==> config.mk <==
export PLATFORM = sky130hd
export DESIGN_NAME = touch_grid_pad_edge_events
export DESIGN_NICKNAME = d
export VERILOG_FILES = /design/src/hdl/tgpe_pkg.sv /design/src/hdl/tgpe_cfg.sv /design/src/hdl/tgpe_pad_unit.sv /design/src/hdl/tgpe_seq.sv /design/src/hdl/touch_grid_pad_edge_events.sv
export SDC_FILE = /design/constraint.sdc
export NUM_CORES = 1
export LEC_CHECK = 0
export ABC_CLOCK_PERIOD_IN_PS = 3700
export BUFFER_PORTS_ARGS = -buffer_cell sky130_fd_sc_hd__buf_2
export CAP_MARGIN = 10
export CORE_MARGIN = 3
export CORE_UTILIZATION = 43
export CTS_CLUSTER_DIAMETER = 30
export CTS_CLUSTER_SIZE = 8
export DETAILED_ROUTE_END_ITERATION = 8
export GPL_TIMING_DRIVEN = 0
export SYNTH_ARGS = -nofsm -noshare
export SYNTH_HDL_FRONTEND = slang
export SYNTH_SLANG_ARGS = --single-unit
==> constraint.sdc <==
create_clock -name clk -period 3.7 [get_ports clk]
set_input_delay 0.555 -clock clk [delete_from_list [all_inputs] [get_ports clk]]
set_output_delay 0.555 -clock clk [all_outputs]
set_load 0.01 [all_outputs]
==> src/hdl/tgpe_pkg.sv <==
// shared types and constants for the touch grid pad edge event block
package tgpe_pkg;

	localparam int TOUCH_W = 12;
	localparam int ROW_MAP_W = 16;
	localparam int COL_MAP_W = 32;
	localparam int ELEC_W = 4;
	localparam int ROW_W = 2;
	localparam int COL_W = 3;
	localparam int PAD_W = 5;
	localparam int LEVEL_W = 32;
	localparam int APB_AW = 3;
	localparam int APB_DW = 32;

	localparam logic [ROW_MAP_W-1:0] ROW_MAP_RESET = 16'h0123;
	localparam logic [COL_MAP_W-1:0] COL_MAP_RESET = 32'hBA98_7654;

	// register index, taken from paddr[2]
	localparam logic REG_ROW_MAP = 1'b0;
	localparam logic REG_COL_MAP = 1'b1;

	typedef struct packed {
		logic [ROW_MAP_W-1:0] row_map;
		logic [COL_MAP_W-1:0] col_map;
	} maps_t;

	typedef struct packed {
		logic [ROW_W-1:0] row;
		logic [COL_W-1:0] col;
	} pad_sel_t;

	typedef enum logic [1:0] {
		ST_IDLE,
		ST_SCAN,
		ST_LATCH,
		ST_EMIT
	} seq_state_t;

endpackage

==> src/hdl/tgpe_cfg.sv <==
// apb register file holding the row and column electrode maps
module tgpe_cfg import tgpe_pkg::*; (
	input  logic              clk,
	input  logic              arst_n,
	input  logic              psel,
	input  logic              penable,
	input  logic              pwrite,
	input  logic [APB_AW-1:0] paddr,
	input  logic [APB_DW-1:0] pwdata,
	output logic [APB_DW-1:0] prdata,
	output logic              pready,
	output maps_t             maps
);

	logic [ROW_MAP_W-1:0] row_map_q;
	logic [COL_MAP_W-1:0] col_map_q;
	logic                 wr_en;

	assign pready = 1'b1;
	assign wr_en  = psel & penable & pwrite;

	always_ff @(posedge clk or negedge arst_n) begin
		if (!arst_n) begin
			row_map_q <= ROW_MAP_RESET;
			col_map_q <= COL_MAP_RESET;
		end else if (wr_en) begin
			case (paddr[2])
				REG_ROW_MAP: row_map_q <= pwdata[ROW_MAP_W-1:0];
				REG_COL_MAP: col_map_q <= pwdata[COL_MAP_W-1:0];
				default: ;
			endcase
		end
	end

	always_comb begin
		case (paddr[2])
			REG_ROW_MAP: prdata = {{(APB_DW-ROW_MAP_W){1'b0}}, row_map_q};
			REG_COL_MAP: prdata = col_map_q;
			default:     prdata = '0;
		endcase
	end

	assign maps.row_map = row_map_q;
	assign maps.col_map = col_map_q;

endmodule

==> src/hdl/tgpe_pad_unit.sv <==
// shared pad evaluator: looks up one pad's row and column electrodes and tests both
module tgpe_pad_unit import tgpe_pkg::*; #(
	parameter int ELECTRODE_COUNT = 12
) (
	input  maps_t              maps,
	input  logic [TOUCH_W-1:0] touch,
	input  pad_sel_t           sel,
	output logic               level
);

	localparam int ELEC_N = 1 << ELEC_W;
	localparam logic [ELEC_N-1:0] ELEC_MASK =
		ELEC_N'((33'd1 << ELECTRODE_COUNT) - 33'd1);

	logic [ELEC_N-1:0] touch_ext;
	logic [ELEC_W-1:0] row_elec;
	logic [ELEC_W-1:0] col_elec;

	// electrodes past the count never read touched
	assign touch_ext = {{(ELEC_N-TOUCH_W){1'b0}}, touch} & ELEC_MASK;
	assign row_elec  = maps.row_map[{sel.row, 2'b00} +: ELEC_W];
	assign col_elec  = maps.col_map[{sel.col, 2'b00} +: ELEC_W];
	assign level     = touch_ext[row_elec] & touch_ext[col_elec];

endmodule

==> src/hdl/tgpe_seq.sv <==
// sequencer: scans pads through the shared unit, keeps levels, walks changes into events
module tgpe_seq import tgpe_pkg::*; #(
	parameter int ROW_COUNT    = 4,
	parameter int COLUMN_COUNT = 8
) (
	input  logic               clk,
	input  logic               arst_n,
	input  logic               touch_valid,
	output logic               touch_ready,
	input  logic [TOUCH_W-1:0] touch_bits,
	output logic               event_valid,
	input  logic               event_ready,
	output logic [PAD_W-1:0]   pad_index,
	output logic               pressed,
	output logic               last_event,
	output logic [LEVEL_W-1:0] pad_levels,
	output logic [TOUCH_W-1:0] touch,
	output pad_sel_t           sel,
	input  logic               level
);

	localparam int PADS = ROW_COUNT * COLUMN_COUNT;
	localparam logic [PAD_W-1:0] LAST_PAD = PAD_W'(PADS - 1);
	localparam logic [COL_W-1:0] LAST_COL = COL_W'(COLUMN_COUNT - 1);

	seq_state_t           state_q, state_d;
	logic [TOUCH_W-1:0]   touch_q;
	logic [ROW_W-1:0]     row_q;
	logic [COL_W-1:0]     col_q;
	logic [PAD_W-1:0]     pad_q;
	logic [LEVEL_W-1:0]   next_q;
	logic [LEVEL_W-1:0]   store_q;
	logic [LEVEL_W-1:0]   changed_q;
	logic                 out_valid_q;
	logic [PAD_W-1:0]     out_pad_q;
	logic                 out_pressed_q;
	logic                 out_last_q;
	logic [LEVEL_W-1:0]   out_levels_q;

	logic                 in_xfer;
	logic                 out_free;
	logic                 pad_changed;
	logic                 none_above;
	logic                 emit_load;
	logic                 emit_step;
	logic                 at_last_pad;

	assign in_xfer     = touch_valid & touch_ready;
	assign out_free    = ~out_valid_q | event_ready;
	assign pad_changed = changed_q[pad_q];
	assign none_above  = ((changed_q >> pad_q) >> 1) == '0;
	assign at_last_pad = (pad_q == LAST_PAD);

	always_comb begin
		state_d = state_q;
		case (state_q)
			ST_IDLE:  if (touch_valid) state_d = ST_SCAN;
			ST_SCAN:  if (at_last_pad) state_d = ST_LATCH;
			ST_LATCH: state_d = ST_EMIT;
			ST_EMIT:  if (emit_step && at_last_pad) state_d = ST_IDLE;
			default:  state_d = ST_IDLE;
		endcase
	end

	always_comb begin
		touch_ready = 1'b0;
		emit_load   = 1'b0;
		emit_step   = 1'b0;
		case (state_q)
			ST_IDLE: touch_ready = 1'b1;
			ST_EMIT: begin
				emit_load = pad_changed & out_free;
				emit_step = ~pad_changed | out_free;
			end
			default: ;
		endcase
	end

	always_ff @(posedge clk or negedge arst_n) begin
		if (!arst_n) begin
			state_q   <= ST_IDLE;
			row_q     <= '0;
			col_q     <= '0;
			pad_q     <= '0;
			store_q   <= '0;
			changed_q <= '0;
		end else begin
			state_q <= state_d;
			case (state_q)
				ST_IDLE: begin
					row_q <= '0;
					col_q <= '0;
					pad_q <= '0;
				end
				ST_SCAN: begin
					pad_q <= pad_q + 1'b1;
					if (col_q == LAST_COL) begin
						col_q <= '0;
						row_q <= row_q + 1'b1;
					end else begin
						col_q <= col_q + 1'b1;
					end
				end
				ST_LATCH: begin
					changed_q <= next_q ^ store_q;
					store_q   <= next_q;
					pad_q     <= '0;
				end
				ST_EMIT: if (emit_step) pad_q <= pad_q + 1'b1;
				default: ;
			endcase
		end
	end

	// payload: touch word and the levels gathered during the scan
	always_ff @(posedge clk) begin
		if (in_xfer) begin
			touch_q <= touch_bits;
			next_q  <= '0;
		end else if (state_q == ST_SCAN) begin
			next_q[pad_q] <= level;
		end
	end

	always_ff @(posedge clk or negedge arst_n) begin
		if (!arst_n) begin
			out_valid_q <= 1'b0;
		end else if (emit_load) begin
			out_valid_q <= 1'b1;
		end else if (event_ready) begin
			out_valid_q <= 1'b0;
		end
	end

	always_ff @(posedge clk) begin
		if (emit_load) begin
			out_pad_q     <= pad_q;
			out_pressed_q <= store_q[pad_q];
			out_last_q    <= none_above;
			out_levels_q  <= store_q;
		end
	end

	assign touch       = touch_q;
	assign sel.row     = row_q;
	assign sel.col     = col_q;
	assign event_valid = out_valid_q;
	assign pad_index   = out_pad_q;
	assign pressed     = out_pressed_q;
	assign last_event  = out_last_q;
	assign pad_levels  = out_levels_q;

endmodule

==> src/hdl/touch_grid_pad_edge_events.sv <==
// top level of the touch grid pad edge event block
//
//  channel   direction  handshake                    payload
//  touch     in         touch_valid / touch_ready    touch_bits
//  event     out        event_valid / event_ready    pad_index, pressed, last_event, pad_levels
//  config    in         apb psel/penable/pready      paddr, pwdata, prdata
//
// one touch word takes a scan of every pad, one pad per cycle through the shared pad
// unit, then a latch of the diff, then a walk over every pad, one pad per cycle while no
// event waits on event_ready.
// touch_ready is high only while the sequencer is idle; the last event of a word can
// still sit in the output register while the next word is taken.
// arst_n clears the pad levels to all released and the maps to their default values.
module touch_grid_pad_edge_events import tgpe_pkg::*; #(
	parameter int ROW_COUNT       = 4,
	parameter int COLUMN_COUNT    = 8,
	parameter int ELECTRODE_COUNT = 12
) (
	input  logic               clk,
	input  logic               arst_n,
	input  logic               touch_valid,
	output logic               touch_ready,
	input  logic [TOUCH_W-1:0] touch_bits,
	output logic               event_valid,
	input  logic               event_ready,
	output logic [PAD_W-1:0]   pad_index,
	output logic               pressed,
	output logic               last_event,
	output logic [LEVEL_W-1:0] pad_levels,
	input  logic               psel,
	input  logic               penable,
	input  logic               pwrite,
	input  logic [APB_AW-1:0]  paddr,
	input  logic [APB_DW-1:0]  pwdata,
	output logic [APB_DW-1:0]  prdata,
	output logic               pready
);

	maps_t              maps;
	pad_sel_t           sel;
	logic [TOUCH_W-1:0] touch;
	logic               level;

	tgpe_cfg u_cfg (
		.clk     (clk),
		.arst_n  (arst_n),
		.psel    (psel),
		.penable (penable),
		.pwrite  (pwrite),
		.paddr   (paddr),
		.pwdata  (pwdata),
		.prdata  (prdata),
		.pready  (pready),
		.maps    (maps)
	);

	tgpe_pad_unit #(
		.ELECTRODE_COUNT (ELECTRODE_COUNT)
	) u_pad_unit (
		.maps  (maps),
		.touch (touch),
		.sel   (sel),
		.level (level)
	);

	tgpe_seq #(
		.ROW_COUNT    (ROW_COUNT),
		.COLUMN_COUNT (COLUMN_COUNT)
	) u_seq (
		.clk         (clk),
		.arst_n      (arst_n),
		.touch_valid (touch_valid),
		.touch_ready (touch_ready),
		.touch_bits  (touch_bits),
		.event_valid (event_valid),
		.event_ready (event_ready),
		.pad_index   (pad_index),
		.pressed     (pressed),
		.last_event  (last_event),
		.pad_levels  (pad_levels),
		.touch       (touch),
		.sel         (sel),
		.level       (level)
	);

endmodule

After elaboration in Yosys (flattened, before gate mapping). Index checks and enable logic that the tools add are counted. W data, S select, Z words.

Add/subtract/negate cells: 3. Order comparisons: 4. Eq/ne operators: 10. Shifts and indexed selects: 3. Mux-type cells: 27. Bitwise operators: 11. Reductions and logical operators: 11.

Operators by type and width (number): $pmux W32 S2 (1); $bwmux W32 (1); $logic_not A32 Y1 (1); $shiftx A32 B6 Y4 (1); $shr A32 B5 Y32 (1); $xor A32 B32 Y32 (1); $shiftx A16 B5 Y4 (1); $pmux W5 S3 (1); $bmux W1 S5 (2); $lt A4 B5 Y1 const B (2); $mux W1 (10); $bmux W1 S4 (2); $mux W2 (4); $ne A2 B1 Y1 const B (4); $pmux W2 S4 (1); $lt A5 B6 Y1 const B (1); $pmux W3 S2 (1); $reduce_and A2 Y1 (3); $add A5 B1 Y5 const B (1); $and A1 B1 Y1 (5); $demux W1 S5 (1); $eq A5 B5 Y1 const B (1); $ge A5 B1 Y1 const B (1); $mux W5 (1); other kinds (15) (21).

Register bits after elaboration: 208. Input port bits: 54. Output and inout bits: 74. Word-level logic and storage cells: 84.

Logic depth before layout (Yosys ltp).
Depth in word-level cells: 8. Mapped depth: 10. Gate-level depth less buffers: 6.

Cells and area by module. Synthesis repeated with hierarchy kept, for this count alone.

Cells, all modules: 817. Area total of the unflattened synthesis: 10102.2 um^2.

By module, submodules not included: tgpe_seq (times used 1, cells each 636, area an instance 7315.8 um^2, sequential area each 4098.9 um^2); tgpe_cfg (times used 1, cells each 140, area an instance 2210.9 um^2, sequential area each 1226.2 um^2); tgpe_pad_unit (times used 1, cells each 41, area an instance 575.6 um^2, sequential area each 0.0 um^2).

Worst setup path after synthesis. Ideal clock, no wire load.

Path kind: reg2reg. From: reg u_seq.pad_q[4]. To: reg u_seq.out_last_q, in the netlist u_seq.last_event (enable). Library setup time: 436 ps. Arrival: 3260 ps. Data required time: 3264 ps. Slack: 4 ps. Stages on the path, launching flop included: 7. Path buffers: 1. Period minus slack after synthesis: 3696 ps. Path through: dfrtp_1 clkbuf_1 nor3b_1 a22oi_1 nand2_1 o31ai_1 nor2_1.

Cells in the longest elaborated chain, start to end: 4.

Ends and longest elaborated chain: start: declaration (RTL line tgpe_seq.sv:30) `logic [PAD_W-1:0] pad_q;`; start signal: assignment (RTL line tgpe_seq.sv:96) `pad_q <= pad_q + 1'b1;`; start signal: assignment (RTL line tgpe_seq.sv:109) `ST_EMIT: if (emit_step) pad_q <= pad_q + 1'b1;`; $bmux W1 S5 (RTL line tgpe_seq.sv:50) `assign pad_changed = changed_q[pad_q];`; $mux W1 (implied by the code) (RTL line tgpe_seq.sv:50); $and A1 B1 Y1 (RTL line tgpe_seq.sv:72) `emit_load = pad_changed & out_free;`; $mux W1 (RTL line tgpe_seq.sv:69) `case (state_q)`; via u_seq.emit_load (RTL line tgpe_seq.sv:44) `logic emit_load;`; end signal: assignment (RTL line tgpe_seq.sv:139) `out_last_q <= none_above;`; end: declaration (RTL line tgpe_seq.sv:37) `logic out_last_q;`.

The timed path passes the listed nets, and every way through them passes these cells. The select of a mux whose other input is x is not followed. A chain may end at the register's enable or synchronous reset.

Worst setup path in the final report.
From: reg u_seq.pad_q[2]. To: reg u_seq.out_levels_q[9], in the netlist u_seq.pad_levels[9] (enable).

Cells in the longest elaborated chain, start to end: 4.

Ends and longest elaborated chain: $bmux W1 S5 (RTL line tgpe_seq.sv:50); $mux W1 (implied by the code) (RTL line tgpe_seq.sv:50); $and A1 B1 Y1 (RTL line tgpe_seq.sv:72); $mux W1 (RTL line tgpe_seq.sv:69); via u_seq.emit_load (RTL line tgpe_seq.sv:44); end signal: assignment (RTL line tgpe_seq.sv:140) `out_levels_q <= store_q;`; end: declaration (RTL line tgpe_seq.sv:38) `logic [LEVEL_W-1:0] out_levels_q;`.

The timed path passes the listed nets, and every way through them passes these cells. The select of a mux whose other input is x is not followed.

==> metrics <==
Starting Density=0.442; Worst-Margin Slew=1.16 ns; core area=0.0228 sq mm; most frequent cells after synthesis=105 x dfrtp_1, 97 x mux2_2, 58 x nor2_1; critical path launch point=u_seq.pad_q[2]; die width=159 microns; Hold Vio Cnt, Final=0; Post-Syn Nets=871; Boundary Pins=128; layout cells sized above 1=0.400; grt ovf=0; GRT Total Usage=0.212; GPL Wtd Cong=0.903; leakage power=0.00527 uW; final wirelength=27000 microns; row cnt=55; CTS Buf Count=49; crit path kind=reg2reg; drt wl/cell=20.2 microns; Syn. warnings=0; r2r startpoint=u_seq.pad_q[2]; Worst setup EP type=flip-flop; Via Count=7324; FF+latch count, synth=208; Final Slew Violations=0; area delta synth->final=28.4%; Setup violations, final=0; HPWL after detailed placement=18600 microns; Port-buffer cells=123; Rel. slew slack=0.218; DRC errors left=0; Clock Sinks=208; ranking of synthesized cells by area=dfrtp_1 26%, edfxtp_1 15%, mux2_2 11%; Max Fclk=0.296 GHz; Max FO, Critical Path=21; Clock Path Buffers=3; Final min period=3.37 ns; Required @ worst endpoint=3.92 ns; Synth async-reset ratio=0.601; Fillers=1952; vias per inst=5.48; Pwr per Cell Area=971 mW/mm^2; area post-placement=0.0112 sq mm; ys flop type=dfrtp_1; Final ANT Viol Nets=0; Distinct cells, synth=60; post-synthesis sequential area ratio=0.528; H-tree depth=2; first-pass GRT wire length=42700 microns; Syn Area/Cell=12.5 sq um; Clock Latency Late Sink=0.53 ns; initial antenna violation count=0; clock transition at the registers of the reported paths=0.05 ns; post-synth top area share=0.260; Hold Crit Start=touch_bits[0]; Chip Height=159 microns; Hold Crit Class=in2reg; Pre-antenna DRT Iters=5; most instantiated library cell after synthesis=dfrtp_1; Setup TNS=0 ns; # Max-Cap Violations=0; Worst IR Drop VDD=0.000383 V; crit path DAT=3.60 ns; cell area after layout=0.0130 sq mm; Fin Clk Skew=0.0161 ns; Post-synth EDFFs=51; Antenna Cells=0; die area=0.0253 sq mm; # nets final=1048; area of the mapped netlist=0.0101 sq mm; status=completed; Starting DRT DRC Count=588; Tcrit/Tclk final=0.912; CTS tree=built; RSZ-0062 raised after global routing=no; root cell of the clock tree=clkbuf_16; largest area contributor in the netlist=dfrtp_1; largest net degree at the start of global routing=90; Post-Synthesis Cells=806; vias in the first global route=7485; startpoint types=flip-flop
-- flip-flops by register name (all words and copies together), names as in the netlist --
register	count
u_seq.store_q	32
u_seq.pad_index	5
u_seq.pressed	1
u_cfg.col_map_q	32
u_seq.touch	12
u_cfg.row_map_q	16
u_seq.last_event	1
u_seq.state_q	2
u_seq.changed_q	32
u_seq.pad_levels	32
u_seq.pad_q	5
u_seq.col_q	3
u_seq.event_valid	1
u_seq.next_q	32
u_seq.row_q	2
-- worst max-delay path, stage by stage, from the launching register on --
cell      delay, ns
dfrtp_1        0.45
clkbuf_1       0.30
nor3_1         0.96
a22oi_1        0.22
nand2_1        0.17
o31ai_1        0.15
nor2_4         0.55
buf_16         0.26
-- logic make-up after synthesis --
family,synth area share
buf+inv,0.0321
simple gates,0.102
other cells,0.000372
compound gates,0.0832
flops,0.528
xor+xnor,0.0295
mux,0.212
fa+ha+maj,0.0136
-- cell usage in the layout, fill, tap and decap left out, types with 4 or more instances in the layout --
cell type,Yosys,routed
a21oi_1,33,33
a22o_1,4,4
a22oi_1,7,7
a32oi_1,5,5
and2_1,17,17
buf_2,7,129
buf_6,5,6
bufinv_16,0,9
clkbuf_1,43,45
clkbuf_16,0,50
clkinv_1,0,4
clkinv_2,0,6
clkinv_4,0,4
clkinvlp_4,0,10
dfrtp_1,105,105
dfstp_2,20,20
dfxtp_1,32,32
edfxtp_1,51,51
ha_1,11,11
inv_1,13,13
mux2_2,97,97
mux2i_1,30,30
mux4_1,5,5
mux4_2,26,26
nand2_1,36,36
nand3_1,34,34
nand4_1,34,34
nor2_1,58,57
nor3_1,6,6
o211ai_1,7,7
o21ai_2,30,30
xnor2_1,33,33
-- final timing paths --
path | slack [ns] | to | cells past startpoint
max in group asynchronous | 2.37 | u_cfg.col_map_q[28] | 3
setup / recovery | 0.33 | u_seq.pad_levels[9] | 7
min in group asynchronous | 0.49 | u_seq.store_q[21] | 2
hold reg to reg | 0.49 | u_seq.next_q[19] | 2
setup reg to reg | 0.33 | u_seq.pad_levels[9] | 7
hold / removal | 0.21 | u_seq.touch[0] | 1
-- stage by stage --
| stage | hold WS (ns) | worst slack, ns | power, uW | util | cells |
|---|---|---|---|---|---|
| 6_report | 0.206 | 0.326 | 12600 | 0.567 | 1337 |
| 4_1_cts | 0.188 | 0.0326 | 12600 | 0.567 | 1337 |
| 3_3_place_gp | 0.475 | -1.60 | 7940 | 0.486 | 1242 |
| 3_5_place_dp | 0.483 | 0.0338 | 8020 | 0.489 | 1244 |
| 2_1_floorplan | 0.259 | 0.00414 | 6660 | - | 806 |
| 5_1_grt | 0.187 | 0.0861 | 13200 | 0.567 | 1337 |
-- repair_timing --
action,in CTS,in global routing
resized for setup,0,6
hold endpoints to repair,36,0
hold buffers,1,0
endpoints found under the setup margin,0,17
buffers inserted,0,0
-- layer usage --
layer	global-route usage	vias to the layer above	routed length (microns)
met5	0	-	0
met2	0.313	243	12000
li1	-	3360	-
met1	0.313	3674	12700
met4	0.0657	0	612
met3	0.0450	47	1690
-- final cells by class --
class / count / area [sq um] / share of cell area
sequential: 208 / 5330 / 0.411
multi-input combinational: 525 / 4450 / 0.343
clock buffer: 57 / 1310 / 0.101
timing repair buffer: 127 / 694 / 0.0536
clock inverter: 35 / 462 / 0.0356
tap: 313 / 392 / 0.0302
buffer: 59 / 275 / 0.0212
inverter: 13 / 48.8 / 0.00377
-- power breakdown --
| part | internal [uW] | switching, uW | total, uW | leakage [uW] |
|---|---|---|---|---|
| combinational | 1780 | 2430 | 4210 | 0.00218 |
| clock | 3160 | 1370 | 4530 | 0.000834 |
| sequential | 3200 | 644 | 3840 | 0.00226 |
Power figures use the tool's default switching activity.
